--- config.mk ---
export PLATFORM = sky130hd
export DESIGN_NAME = ltm_telemetry_frame_parser_top
export DESIGN_NICKNAME = d
export VERILOG_FILES = /design/src/ltm_pkg.sv /design/src/ltm_field_unpack.sv /design/src/ltm_telemetry_frame_parser_top.sv
export VERILOG_INCLUDE_DIRS = /design/src /design/src/src
export SDC_FILE = /design/constraint.sdc
export NUM_CORES = 1
export LEC_CHECK = 0
export ABC_AREA = 1
export BUFFER_PORTS_ARGS = -buffer_cell sky130_fd_sc_hd__buf_2
export CORE_MARGIN = 2
export CORE_UTILIZATION = 55
export CTS_CLUSTER_SIZE = 24
export DETAILED_ROUTE_END_ITERATION = 6
export PLACE_DENSITY = 0.75
export SYNTH_ARGS = -nofsm -noshare
export SYNTH_HDL_FRONTEND = slang
export SYNTH_HIERARCHICAL = 1
export SYNTH_SLANG_ARGS = --single-unit
--- constraint.sdc ---
create_clock -name aclk -period 26 [get_ports aclk]
set_clock_uncertainty 0.2 [all_clocks]
set_input_delay 2.6 -clock aclk [delete_from_list [all_inputs] [get_ports aclk]]
set_output_delay 2.6 -clock aclk [all_outputs]
set_load 0.01 [all_outputs]
--- src/ltm_telemetry_frame_parser_top_assert.svh ---
// assertion macros shared by the parser rtl
`ifndef LTM_TELEMETRY_FRAME_PARSER_TOP_ASSERT_SVH
`define LTM_TELEMETRY_FRAME_PARSER_TOP_ASSERT_SVH

`ifndef ASSERT_OFF

// condition must hold whenever reset is released
`define LTM_ASSERT(label, clk, rstn, prop, msg) \
    label: assert property (@(posedge clk) disable iff (!(rstn)) (prop)) else $error(msg);

// trigger in a cycle implies consequence in the next
`define LTM_ASSERT_NEXT(label, clk, rstn, trig, cons, msg) \
    label: assert property (@(posedge clk) disable iff (!(rstn)) (trig) |=> (cons)) \
        else $error(msg);

`else

`define LTM_ASSERT(label, clk, rstn, prop, msg)
`define LTM_ASSERT_NEXT(label, clk, rstn, trig, cons, msg)

`endif

`endif

--- src/ltm_pkg.sv ---
package ltm_pkg;

    // payload store depth
    localparam int MAX_PAYLOAD = 14;
    localparam int POS_W       = $clog2(MAX_PAYLOAD + 1);
    localparam int IDX_W       = $clog2(MAX_PAYLOAD);

    // highest payload byte any field looks at, plus one
    localparam int FIELD_BYTES = 14;

    // configuration port
    localparam int CFG_W     = 4;
    localparam int CFG_IDX_W = 3;
    localparam int CMP_W     = (POS_W > CFG_W) ? POS_W : CFG_W;

    localparam logic [CFG_IDX_W-1:0] REG_GPS_LEN      = 3'd0;
    localparam logic [CFG_IDX_W-1:0] REG_ATTITUDE_LEN = 3'd1;
    localparam logic [CFG_IDX_W-1:0] REG_SENSOR_LEN   = 3'd2;
    localparam logic [CFG_IDX_W-1:0] REG_ORIGIN_LEN   = 3'd3;
    localparam logic [CFG_IDX_W-1:0] REG_NAV_LEN      = 3'd4;
    localparam logic [CFG_IDX_W-1:0] REG_EXTRA_LEN    = 3'd5;

    localparam logic [CFG_W-1:0] RST_GPS_LEN      = 4'd14;
    localparam logic [CFG_W-1:0] RST_ATTITUDE_LEN = 4'd6;
    localparam logic [CFG_W-1:0] RST_SENSOR_LEN   = 4'd7;
    localparam logic [CFG_W-1:0] RST_ORIGIN_LEN   = 4'd14;
    localparam logic [CFG_W-1:0] RST_NAV_LEN      = 4'd6;
    localparam logic [CFG_W-1:0] RST_EXTRA_LEN    = 4'd6;

    // parser phases
    localparam int PHASE_W = 2;
    localparam logic [PHASE_W-1:0] PH_HUNT   = 2'd0;
    localparam logic [PHASE_W-1:0] PH_T      = 2'd1;
    localparam logic [PHASE_W-1:0] PH_LETTER = 2'd2;
    localparam logic [PHASE_W-1:0] PH_DATA   = 2'd3;

    // frame kinds
    localparam int KIND_W = 3;
    localparam logic [KIND_W-1:0] KIND_G = 3'd0;
    localparam logic [KIND_W-1:0] KIND_A = 3'd1;
    localparam logic [KIND_W-1:0] KIND_S = 3'd2;
    localparam logic [KIND_W-1:0] KIND_O = 3'd3;
    localparam logic [KIND_W-1:0] KIND_X = 3'd4;
    localparam logic [KIND_W-1:0] KIND_N = 3'd5;

    // stream characters
    localparam logic [7:0] CHAR_DOLLAR = 8'h24;
    localparam logic [7:0] CHAR_T      = 8'h54;
    localparam logic [7:0] CHAR_G      = 8'h47;
    localparam logic [7:0] CHAR_A      = 8'h41;
    localparam logic [7:0] CHAR_S      = 8'h53;
    localparam logic [7:0] CHAR_O      = 8'h4F;
    localparam logic [7:0] CHAR_N      = 8'h4E;
    localparam logic [7:0] CHAR_X      = 8'h58;

    localparam logic signed [31:0] HEADING_WRAP = 32'sd360;

    typedef logic [MAX_PAYLOAD-1:0][7:0] store_t;

    // frame descriptor handed to the unpacker
    typedef struct packed {
        logic [KIND_W-1:0] kind;
        logic [POS_W-1:0]  len;
    } frame_t;

    // one result item
    typedef struct packed {
        logic [KIND_W-1:0] frame_kind;
        logic signed [31:0] word_a;
        logic signed [31:0] word_b;
        logic signed [31:0] word_c;
        logic [7:0]        byte_a;
        logic [7:0]        byte_b;
        logic [5:0]        mode_bits;
        logic              armed_flag;
        logic              failsafe_flag;
        logic              render_hint;
    } result_t;

endpackage

--- src/ltm_field_unpack.sv ---
module ltm_field_unpack (
    input  ltm_pkg::frame_t  frame,
    input  ltm_pkg::store_t  store,
    output ltm_pkg::result_t result
);

    logic [7:0]  pm [ltm_pkg::FIELD_BYTES];
    logic [15:0] heading;

    // bytes past the frame length read as zero
    for (genvar i = 0; i < ltm_pkg::FIELD_BYTES; i++) begin : g_mask
        if (i < ltm_pkg::MAX_PAYLOAD) begin : g_byte
            assign pm[i] = (ltm_pkg::POS_W'(i) < frame.len) ? store[i] : 8'h00;
        end else begin : g_none
            assign pm[i] = 8'h00;
        end
    end

    assign heading = {pm[5], pm[4]};

    always_comb begin
        result            = '0;
        result.frame_kind = frame.kind;
        unique case (frame.kind)
            ltm_pkg::KIND_G: begin
                result.word_a    = {pm[3], pm[2], pm[1], pm[0]};
                result.word_b    = {pm[7], pm[6], pm[5], pm[4]};
                result.word_c    = {pm[12], pm[11], pm[10], pm[9]};
                result.byte_a    = pm[8];
                result.byte_b    = {2'b00, pm[13][7:2]};
                result.mode_bits = {4'b0000, pm[13][1:0]};
            end
            ltm_pkg::KIND_A: begin
                result.word_a      = {{16{pm[1][7]}}, pm[1], pm[0]};
                result.word_b      = {{16{pm[3][7]}}, pm[3], pm[2]};
                result.word_c      = {{16{heading[15]}}, heading};
                if (heading[15]) begin
                    result.word_c = result.word_c + ltm_pkg::HEADING_WRAP;
                end
                result.render_hint = 1'b1;
            end
            ltm_pkg::KIND_S: begin
                result.word_a        = {16'h0000, pm[1], pm[0]};
                result.word_b        = {16'h0000, pm[3], pm[2]};
                result.byte_a        = pm[4];
                result.byte_b        = pm[5];
                result.mode_bits     = pm[6][7:2];
                result.armed_flag    = pm[6][0];
                result.failsafe_flag = pm[6][1];
            end
            ltm_pkg::KIND_O: begin
                result.word_a = {pm[3], pm[2], pm[1], pm[0]};
                result.word_b = {pm[7], pm[6], pm[5], pm[4]};
                result.word_c = {pm[11], pm[10], pm[9], pm[8]};
                result.byte_a = pm[12];
                result.byte_b = pm[13];
            end
            ltm_pkg::KIND_X: begin
                result.word_a = {16'h0000, pm[1], pm[0]};
            end
            default: begin
                result.frame_kind = frame.kind;
            end
        endcase
    end

endmodule

--- src/ltm_telemetry_frame_parser_top.sv ---
// LTM telemetry frame parser. One byte of the serial stream is taken per
// transfer on the s_ channel, and a new byte can be taken every cycle. The
// parser hunts for '$' 'T' and a frame letter (G, A, S, O, N or X), collects
// the payload whose length comes from the per-letter length register, and
// checks the XOR over payload and check byte. A good G, A, S, O or X frame
// gives one result transfer on the m_ channel, registered in the output or
// skid register; N frames and bad checksums give nothing. The parse state and
// the payload store are updated in the same cycle as the byte, and the result
// is formed from the payload store by one level of field selection into the
// output register. A two-entry output buffer (output register plus skid
// register) lets the parser keep taking bytes while a result waits; s_ready
// drops only when both entries hold results. Write length registers through
// cfg_wr_en/cfg_index/cfg_data only while the parser is idle (not enforced).
`include "ltm_telemetry_frame_parser_top_assert.svh"

module ltm_telemetry_frame_parser_top (
    input  logic                            aclk,
    input  logic                            aresetn,

    // configuration writes
    input  logic                            cfg_wr_en,
    input  logic [ltm_pkg::CFG_IDX_W-1:0]   cfg_index,
    input  logic [ltm_pkg::CFG_W-1:0]       cfg_data,

    // byte stream in
    input  logic                            s_valid,
    output logic                            s_ready,
    input  logic [7:0]                      s_rx_byte,

    // decoded frames out
    output logic                            m_valid,
    input  logic                            m_ready,
    output logic [ltm_pkg::KIND_W-1:0]      m_frame_kind,
    output logic signed [31:0]              m_word_a,
    output logic signed [31:0]              m_word_b,
    output logic signed [31:0]              m_word_c,
    output logic [7:0]                      m_byte_a,
    output logic [7:0]                      m_byte_b,
    output logic [5:0]                      m_mode_bits,
    output logic                            m_armed_flag,
    output logic                            m_failsafe_flag,
    output logic                            m_render_hint
);

    // length registers
    logic [ltm_pkg::CFG_W-1:0] gps_len_reg;
    logic [ltm_pkg::CFG_W-1:0] att_len_reg;
    logic [ltm_pkg::CFG_W-1:0] sen_len_reg;
    logic [ltm_pkg::CFG_W-1:0] org_len_reg;
    logic [ltm_pkg::CFG_W-1:0] nav_len_reg;
    logic [ltm_pkg::CFG_W-1:0] ext_len_reg;

    // parse state
    logic [ltm_pkg::PHASE_W-1:0] phase_reg, phase_next;
    logic [ltm_pkg::POS_W-1:0]   pos_reg, pos_next;
    logic [7:0]                  xor_reg, xor_next;
    logic [ltm_pkg::KIND_W-1:0]  kind_reg, kind_next;
    logic [ltm_pkg::POS_W-1:0]   len_reg, len_next;
    ltm_pkg::store_t             store_reg;

    // output buffer
    logic             out_valid_reg;
    ltm_pkg::result_t out_data_reg;
    logic             skid_valid_reg;
    ltm_pkg::result_t skid_data_reg;

    logic                        in_xfer;
    logic                        store_we;
    logic                        result_fire;
    logic                        letter_ok;
    logic [ltm_pkg::KIND_W-1:0]  letter_kind;
    logic [ltm_pkg::CFG_W-1:0]   letter_cfg;
    logic [ltm_pkg::CMP_W-1:0]   letter_cfg_ext;
    ltm_pkg::frame_t             frame;
    ltm_pkg::result_t            result;

    assign s_ready = !skid_valid_reg;
    assign in_xfer = s_valid && s_ready;

    // frame letter decode and its length register
    always_comb begin
        letter_ok   = 1'b1;
        letter_kind = ltm_pkg::KIND_G;
        letter_cfg  = gps_len_reg;
        unique case (s_rx_byte)
            ltm_pkg::CHAR_G: begin
                letter_kind = ltm_pkg::KIND_G;
                letter_cfg  = gps_len_reg;
            end
            ltm_pkg::CHAR_A: begin
                letter_kind = ltm_pkg::KIND_A;
                letter_cfg  = att_len_reg;
            end
            ltm_pkg::CHAR_S: begin
                letter_kind = ltm_pkg::KIND_S;
                letter_cfg  = sen_len_reg;
            end
            ltm_pkg::CHAR_O: begin
                letter_kind = ltm_pkg::KIND_O;
                letter_cfg  = org_len_reg;
            end
            ltm_pkg::CHAR_N: begin
                letter_kind = ltm_pkg::KIND_N;
                letter_cfg  = nav_len_reg;
            end
            ltm_pkg::CHAR_X: begin
                letter_kind = ltm_pkg::KIND_X;
                letter_cfg  = ext_len_reg;
            end
            default: begin
                letter_ok = 1'b0;
            end
        endcase
    end

    // lengths above the store depth saturate
    assign letter_cfg_ext = ltm_pkg::CMP_W'(letter_cfg);

    // parser next state
    always_comb begin
        phase_next  = phase_reg;
        pos_next    = pos_reg;
        xor_next    = xor_reg;
        kind_next   = kind_reg;
        len_next    = len_reg;
        store_we    = 1'b0;
        result_fire = 1'b0;
        if (in_xfer) begin
            unique case (phase_reg)
                ltm_pkg::PH_HUNT: begin
                    phase_next = (s_rx_byte == ltm_pkg::CHAR_DOLLAR) ? ltm_pkg::PH_T
                                                                     : ltm_pkg::PH_HUNT;
                end
                ltm_pkg::PH_T: begin
                    phase_next = (s_rx_byte == ltm_pkg::CHAR_T) ? ltm_pkg::PH_LETTER
                                                                : ltm_pkg::PH_HUNT;
                end
                ltm_pkg::PH_LETTER: begin
                    if (letter_ok) begin
                        phase_next = ltm_pkg::PH_DATA;
                        kind_next  = letter_kind;
                        pos_next   = '0;
                        xor_next   = '0;
                        if (letter_cfg_ext > ltm_pkg::CMP_W'(ltm_pkg::MAX_PAYLOAD)) begin
                            len_next = ltm_pkg::POS_W'(ltm_pkg::MAX_PAYLOAD);
                        end else begin
                            len_next = ltm_pkg::POS_W'(letter_cfg_ext);
                        end
                    end else begin
                        phase_next = ltm_pkg::PH_HUNT;
                    end
                end
                default: begin
                    xor_next = xor_reg ^ s_rx_byte;
                    if (pos_reg >= len_reg) begin
                        // check byte: a zero xor over the frame accepts it
                        phase_next  = ltm_pkg::PH_HUNT;
                        result_fire = (xor_next == 8'h00) && (kind_reg != ltm_pkg::KIND_N);
                    end else begin
                        store_we = 1'b1;
                        pos_next = pos_reg + ltm_pkg::POS_W'(1);
                    end
                end
            endcase
        end
    end

    // fields come from the payload as it stands when the check byte arrives
    assign frame.kind = kind_reg;
    assign frame.len  = len_reg;

    ltm_field_unpack u_unpack (
        .frame  (frame),
        .store  (store_reg),
        .result (result)
    );

    always_ff @(posedge aclk) begin
        if (!aresetn) begin
            gps_len_reg <= ltm_pkg::RST_GPS_LEN;
            att_len_reg <= ltm_pkg::RST_ATTITUDE_LEN;
            sen_len_reg <= ltm_pkg::RST_SENSOR_LEN;
            org_len_reg <= ltm_pkg::RST_ORIGIN_LEN;
            nav_len_reg <= ltm_pkg::RST_NAV_LEN;
            ext_len_reg <= ltm_pkg::RST_EXTRA_LEN;
        end else if (cfg_wr_en) begin
            // indexes past the last register are dropped
            unique case (cfg_index)
                ltm_pkg::REG_GPS_LEN:      gps_len_reg <= cfg_data;
                ltm_pkg::REG_ATTITUDE_LEN: att_len_reg <= cfg_data;
                ltm_pkg::REG_SENSOR_LEN:   sen_len_reg <= cfg_data;
                ltm_pkg::REG_ORIGIN_LEN:   org_len_reg <= cfg_data;
                ltm_pkg::REG_NAV_LEN:      nav_len_reg <= cfg_data;
                ltm_pkg::REG_EXTRA_LEN:    ext_len_reg <= cfg_data;
                default: ;
            endcase
        end
    end

    always_ff @(posedge aclk) begin
        if (!aresetn) begin
            phase_reg <= ltm_pkg::PH_HUNT;
            pos_reg   <= '0;
            xor_reg   <= '0;
            kind_reg  <= ltm_pkg::KIND_G;
            len_reg   <= '0;
        end else begin
            phase_reg <= phase_next;
            pos_reg   <= pos_next;
            xor_reg   <= xor_next;
            kind_reg  <= kind_next;
            len_reg   <= len_next;
        end
    end

    // payload store, written only below the frame length
    always_ff @(posedge aclk) begin
        if (store_we) begin
            store_reg[pos_reg[ltm_pkg::IDX_W-1:0]] <= s_rx_byte;
        end
    end

    // output buffer control
    always_ff @(posedge aclk) begin
        if (!aresetn) begin
            out_valid_reg  <= 1'b0;
            skid_valid_reg <= 1'b0;
        end else if (out_valid_reg && !m_ready) begin
            // output stalled: a new result parks in the skid register
            if (result_fire) begin
                skid_valid_reg <= 1'b1;
            end
        end else if (skid_valid_reg) begin
            out_valid_reg  <= 1'b1;
            skid_valid_reg <= 1'b0;
        end else begin
            out_valid_reg <= result_fire;
        end
    end

    always_ff @(posedge aclk) begin
        if (out_valid_reg && !m_ready) begin
            if (result_fire) begin
                skid_data_reg <= result;
            end
        end else if (skid_valid_reg) begin
            out_data_reg <= skid_data_reg;
        end else if (result_fire) begin
            out_data_reg <= result;
        end
    end

    assign m_valid         = out_valid_reg;
    assign m_frame_kind    = out_data_reg.frame_kind;
    assign m_word_a        = out_data_reg.word_a;
    assign m_word_b        = out_data_reg.word_b;
    assign m_word_c        = out_data_reg.word_c;
    assign m_byte_a        = out_data_reg.byte_a;
    assign m_byte_b        = out_data_reg.byte_b;
    assign m_mode_bits     = out_data_reg.mode_bits;
    assign m_armed_flag    = out_data_reg.armed_flag;
    assign m_failsafe_flag = out_data_reg.failsafe_flag;
    assign m_render_hint   = out_data_reg.render_hint;

    // skid entry exists only behind a held output entry
    `LTM_ASSERT(a_skid_behind_out, aclk, aresetn, !skid_valid_reg || out_valid_reg,
        "skid register valid while output register empty")

    // a result against a stalled output must land in the skid register
    `LTM_ASSERT_NEXT(a_stall_to_skid, aclk, aresetn,
        result_fire && out_valid_reg && !m_ready, skid_valid_reg,
        "result lost while output stalled")

    // position never runs past the frame length
    `LTM_ASSERT(a_pos_in_frame, aclk, aresetn,
        (phase_reg != ltm_pkg::PH_DATA) || (pos_reg <= len_reg),
        "payload position beyond frame length")

    // frame length never exceeds the store
    `LTM_ASSERT(a_len_in_store, aclk, aresetn,
        ltm_pkg::CMP_W'(len_reg) <= ltm_pkg::CMP_W'(ltm_pkg::MAX_PAYLOAD),
        "frame length beyond payload store")

    // render hint only on attitude frames, never on nav frames
    `LTM_ASSERT(a_hint_kind, aclk, aresetn,
        !out_valid_reg || ((!m_render_hint || m_frame_kind == ltm_pkg::KIND_A)
                           && m_frame_kind != ltm_pkg::KIND_N),
        "bad frame kind on output transfer")

endmodule

* Word level (Yosys, flattened, before mapping)
Index checks and enable logic that the tools add are counted.
** Cells by class
- $add $sub $neg :: 2
- Multipliers :: 0
- Divide/modulo/power cells :: 0
- $lt $le $gt $ge :: 18
- Equal/unequal tests :: 22
- Shift operators :: 0
- Muxes and demuxes :: 48
- Bitwise operators :: 3
- Reduce and logical (&&, ||, !) cells :: 30
** Operators by type and width (count)
- case mux 32 bit (3 select lines) :: 3
- two-way mux 124 bit :: 2
- two-way mux 8 bit :: 16
- bitwise mux 112 bit :: 1
- equality test 8 x 7 -> 1 bit (second input constant) :: 7
- case mux 16 bit (3 select lines) :: 1
- demux 8 bit (select 4 bit) :: 1
- two-way mux 32 bit :: 1
- less-than comparator 4 bit (first input constant) :: 6
- case mux 4 bit (5 select lines) :: 1
- AND reduction 2 bit :: 10
- adder 16 x 10 -> 17 bit (second input constant) :: 1
- less-than comparator 3 x 4 -> 1 bit (first input constant) :: 4
- case mux 8 bit (2 select lines) :: 1
- case mux 3 bit (5 select lines) :: 1
- equality test 3 x 2 -> 1 bit (second input constant) :: 4
- two-way mux 4 bit :: 3
- case mux 6 bit (2 select lines) :: 1
- two-way mux 1 bit :: 10
- equality test 3 bit (second input constant) :: 3
- equality test 8 x 6 -> 1 bit (second input constant) :: 1
- zero test 8 bit :: 1
- less-than comparator 1 x 4 -> 1 bit (first input constant) :: 2
- less-than comparator 2 x 4 -> 1 bit (first input constant) :: 2
- other kinds (27) :: 40
** Word-level totals
- Bits in registers :: 407
- Latch bits :: 0
- Memory bits (writable) :: 0
- ROM bits :: 0
- Output and inout port bits :: 126
- Word-level logic and storage cells :: 170
- Memories kept :: 0

* Logic depth before layout (Yosys ltp)
- Depth after elaboration :: 8
- Gate-level depth with buffers :: 15
- Mapped depth without buffers :: 15

* Modules after synthesis
Netlist, hierarchy kept.
** By module, submodules not included
- ltm_telemetry_frame_parser_top :: instances 1, cells an instance 1163, area an instance 15030.7 sq um
- ltm_field_unpack :: instances 1, cells an instance 468, area an instance 2303.5 sq um

* Least setup slack after synthesis
Ideal clock, no wire load.
- Kind :: input port to flip-flop
- Start point :: in s_valid
- End point :: reg out_data_reg, in the netlist m_armed_flag (enable)
- Setup time :: 0.648 ns
- Data arrival time :: 9.182 ns
- Required time :: 25.152 ns
- Slack :: 15.970 ns
- Cell stages on the path :: 8
- Cell sequence :: inv_1 > nor2_4 > nand2_1 > nor2_1 > nand2_1 > nor2_1 > nand3_1 > a21oi_1
** Between the ends
- Cells in the longest elaborated chain, start to end :: 4
** RTL lines
- start, declared :: RTL line ltm_telemetry_frame_parser_top.sv:26 : input logic s_valid,
- logical AND 1 bit :: RTL line ltm_telemetry_frame_parser_top.sv:78 : assign in_xfer = s_valid && s_ready;
- two-way mux 1 bit :: RTL line ltm_telemetry_frame_parser_top.sv:128 : if (in_xfer) begin
- nonzero test 2 bit (no source line)
- AND reduction 2 bit (no source line)
- end signal, assigned :: RTL line ltm_telemetry_frame_parser_top.sv:247 : out_data_reg <= skid_data_reg;
- end signal, assigned :: RTL line ltm_telemetry_frame_parser_top.sv:249 : out_data_reg <= result;
- end, declared :: RTL line ltm_telemetry_frame_parser_top.sv:63 : ltm_pkg::result_t out_data_reg;
Every way passes these cells.
A chain may end at the register's enable or synchronous reset.

* Worst setup path in the final report
- Start point :: in s_rx_byte[0]
- End point :: reg out_data_reg, in the netlist m_byte_b[2] (enable)
** Between the ends
- Cells in the longest elaborated chain, start to end :: 8
** RTL lines
- start, declared :: RTL line ltm_telemetry_frame_parser_top.sv:28 : input logic [7:0] s_rx_byte,
- bitwise XOR 8 bit :: RTL line ltm_telemetry_frame_parser_top.sv:154 : xor_next = xor_reg ^ s_rx_byte;
- zero test 8 bit :: RTL line ltm_telemetry_frame_parser_top.sv:158 : result_fire = (xor_next == 8'h00) && (kind_reg != ltm_pkg::KIND_N);
- logical AND 1 bit :: RTL line ltm_telemetry_frame_parser_top.sv:158
- two-way mux 1 bit :: RTL line ltm_telemetry_frame_parser_top.sv:155 : if (pos_reg >= len_reg) begin
- two-way mux 1 bit :: RTL line ltm_telemetry_frame_parser_top.sv:129 : unique case (phase_reg)
- two-way mux 1 bit :: RTL line ltm_telemetry_frame_parser_top.sv:128
- nonzero test 2 bit (no source line)
- AND reduction 2 bit (no source line)
Every way passes these cells.

==> impl_metrics.py <==
metrics = {
    "hold_path": {
        "holdCritPathClass": "reg -> reg",
        "holdPathEnd": "att_len_reg[2]$_SDFFE_PN1P_",
        "whs_path_depth": 2,
        "hold_start": "att_len_reg[2]$_SDFFE_PN1P_",
    },
    "timing": {
        "fmax_mhz": 185,
        "fin_setup_tns_ps": 0,
        "worstMarginPinSlew_ps": 1210,
        "setup_viol": 0,
        "grt_setup_unrepaired": "no",
        "max_slew_margin": 0.185,
        "finalHoldViolations": 0,
        "final_max_slew_viol_count": 0,
        "fin_crit_sh": 0.208,
        "finalCriticalPeriod_ps": 5410,
    },
    "layout": {
        "layout_commonest_cell": "nand2_1",
        "final_cell_mix": "nand2_1 (567), edfxtp_1 (360), buf_2 (145), nand3_1 (131), nor2_1 (110)",
        "seqCellArea_mm2": 0.0118,
        "n_fill_cell": 2416,
        "multiInputGateArea_mm2": 0.00492,
        "largest_reg_flops": 124,
        "drive_gt1_frac": 0.158,
        "final_nets": 1792,
        "area_growth_pct": 13.9,
        "diodes": 0,
    },
    "grt": {
        "grt.total_usage": 0.247,
        "grt_pass1_vias": 11700,
        "grt_pass1_wl_um": 63800,
        "antenna_found_initial": 0,
        "globalRouteOverflowTotal": 0,
        "grt_max_degree": 89,
    },
    "logic_synthesis": {
        "synth-seq-area-share": 0.678,
        "synth_top_cell_by_area": "edfxtp_1",
        "synth_top_area_frac": 0.624,
        "ys_types": 41,
        "syn_avg_cell_area_um2": 10.6,
        "synth_area_mm2": 0.0173,
        "synth_area_leaders": "edfxtp_1 (62%), nand2_1 (12%), dfxtp_1 (5.4%)",
        "synth_warnings": 6,
        "netlist_instances": 1631,
        "syn_nets": 1660,
        "ys_seq_elements": 407,
    },
    "detailed_routing": {
        "ant_nets": 0,
        "post_drt_via_cell_ratio": 5.61,
        "wl_per_cell_um": 18.6,
        "route.detailed.drc": 0,
        "wirelength_um": 41000,
        "drt_first_pass_iters": 6,
        "vias": 12300,
        "first_iter_violations": 1484,
    },
    "setup_path": {
        "critPathMaxStageDelay_ps": 820,
        "end_kind": "flop",
        "path_cells": "buf_2, xor2_1, nor2_1, nand3_1, nor2_1, nand3_1, a21oi_4, buf_4, buf_4",
        "startpoint_type": "input port",
        "r2r_cells": 8,
        "r2r_setup_slack_ps": 22080,
        "critical_path_class": "in -> reg",
        "critPathBufInv": 3,
        "rr_endpoint": "m_byte_b[2]$_DFFE_PP_",
        "worstPathRequired_ps": 25950,
        "slowest_stage": "buf_4",
        "crit_family": "buffers and inverters",
        "crit_fanout": 82,
        "arrival_ps": 5360,
        "rr_startpoint": "len_reg[3]$_SDFFE_PN0P_",
    },
    "cts": {
        "clkTransAtPathRegs_ps": 60,
        "cts_resized": 0,
        "cts_tree": "built",
        "post-cts-setup-buffers": 0,
        "insertion_delay_ps": 550,
        "hold_buffers": 0,
        "tritoncts.num_buffers": 42,
        "clkSinkCount": 407,
        "htree_levels": 2,
        "cts_root_buf": "clkbuf_16",
        "cts_buffer_depth": 3,
    },
    "placement": {
        "hpwl_um": 27500,
        "routabilityCongestion": 0.951,
        "io_buffers": 145,
    },
    "power": {
        "powerDensity_mw_per_mm2": 67.3,
        "peakVddDrop_mv": 0.0600,
        "leakage_nw": 7.71,
        "fin_total_pwr_mw": 1.33,
    },
    "run": {
        "maxCapViolations": 0,
    },
    "floorplan": {
        "die_area_mm2": 0.0330,
        "die_x_um": 182,
        "io_pins": 146,
        "core_mm2": 0.0313,
        "die_h_um": 182,
        "rows": 65,
        "start_util": 0.554,
    },
    "status": {
        "status": "finished clean",
    },
}
-- how the worst max path moves through the flow --
stage / cells past startpoint / startpoint / endpoint
after floorplan: 8 / s_valid / m_armed_flag$_DFFE_PP_
after global placement: 9 / s_rx_byte[0] / m_byte_b[1]$_DFFE_PP_
after detailed placement: 9 / s_rx_byte[0] / m_byte_b[5]$_DFFE_PP_
after CTS: 9 / s_rx_byte[0] / m_byte_b[5]$_DFFE_PP_
after global routing: 9 / s_rx_byte[0] / m_byte_b[6]$_DFFE_PP_
final: 9 / s_rx_byte[0] / m_byte_b[2]$_DFFE_PP_
-- where the power goes --
group | switching [mW] | internal, mW | leakage, nW | total [mW]
clock | 0.245 | 0.358 | 0.680 | 0.603
combinational | 0.0142 | 0.00437 | 3.48 | 0.0186
sequential | 0.000885 | 0.705 | 3.55 | 0.706
total | 0.260 | 1.07 | 7.71 | 1.33
-- through the flow --
step / instances / cell area [um2] / hold WS, ps / setup slack, ps / utilization
finish: 2198 / 19700 / 263 / 20590 / 0.630
global route: 2198 / 19700 / 281 / 20380 / 0.630
CTS: 2198 / 19700 / 265 / 20590 / 0.630
detailed placement: 2121 / 18400 / 250 / 20030 / 0.586
global placement: 2121 / 18400 / 250 / 20150 / 0.586
floorplan: 1631 / 17300 / 224 / 15970 / -
-- Yosys cell counts --
library cell,n
nand2_1,567
edfxtp_1,360
nand3_1,131
nor2_1,111
inv_1,92
dfxtp_1,47
o21ai_0,45
clkbuf_1,44
nand2_2,27
a21oi_1,26
a31oi_1,21
nor3_1,19
o22ai_1,18
o211ai_1,11
buf_2,10
ha_1,9
nand4_1,9
nor2_4,8
buf_1,7
inv_2,7
nor2_2,7
o21ai_1,6
o221ai_1,6
xor2_1,6
o31ai_1,5
xnor2_1,5
buf_4,4
nand3_2,4
nand3_4,4
buf_8,2
nor3_2,2
o21ai_2,2
inv_4,1
nand2_4,1
nand4_4,1
nor2_8,1
nor4_1,1
o2111ai_1,1
o21bai_1,1
o311ai_0,1
or2_2,1
-- kinds of logic (layout without fill, tap and decap cells) --
family	Yosys count	in the layout	share of synthesized area
AND/OR/NAND/NOR	894	894	0.222
flip-flops	407	407	0.678
buffers and inverters	167	332	0.0392
AO/OA/AOI/OAI	143	143	0.0487
XOR/XNOR	11	11	0.00556
adder cells (fa/ha/maj)	9	9	0.00650
-- layer usage --
layer,track usage,part of all wire,vias to the layer above
li1,-,-,5827
met1,0.340,0.41,5836
met2,0.408,0.48,587
met3,0.0371,0.081,80
met4,0.0790,0.028,0
met5,0,0,-
-- layout make-up --
type,instances,share of cell area
flip-flops and latches,407,0.595
multi-input cells,1057,0.249
clock buffers,55,0.0574
repair buffers,155,0.0406
well taps,402,0.0255
inverters,100,0.0192
clock inverters,22,0.0125
-- worst reg2reg max path, delay by kind of cell (launching register included) --
kind                       cells  cell delay [ps]
buffers and inverters          3             1470
DFF                            1              620
and+or+nand+nor                3              570
adders and majority gates      1              350
AOI/OAI and AO/OA              1              180
Power figures use the tool's default switching activity.
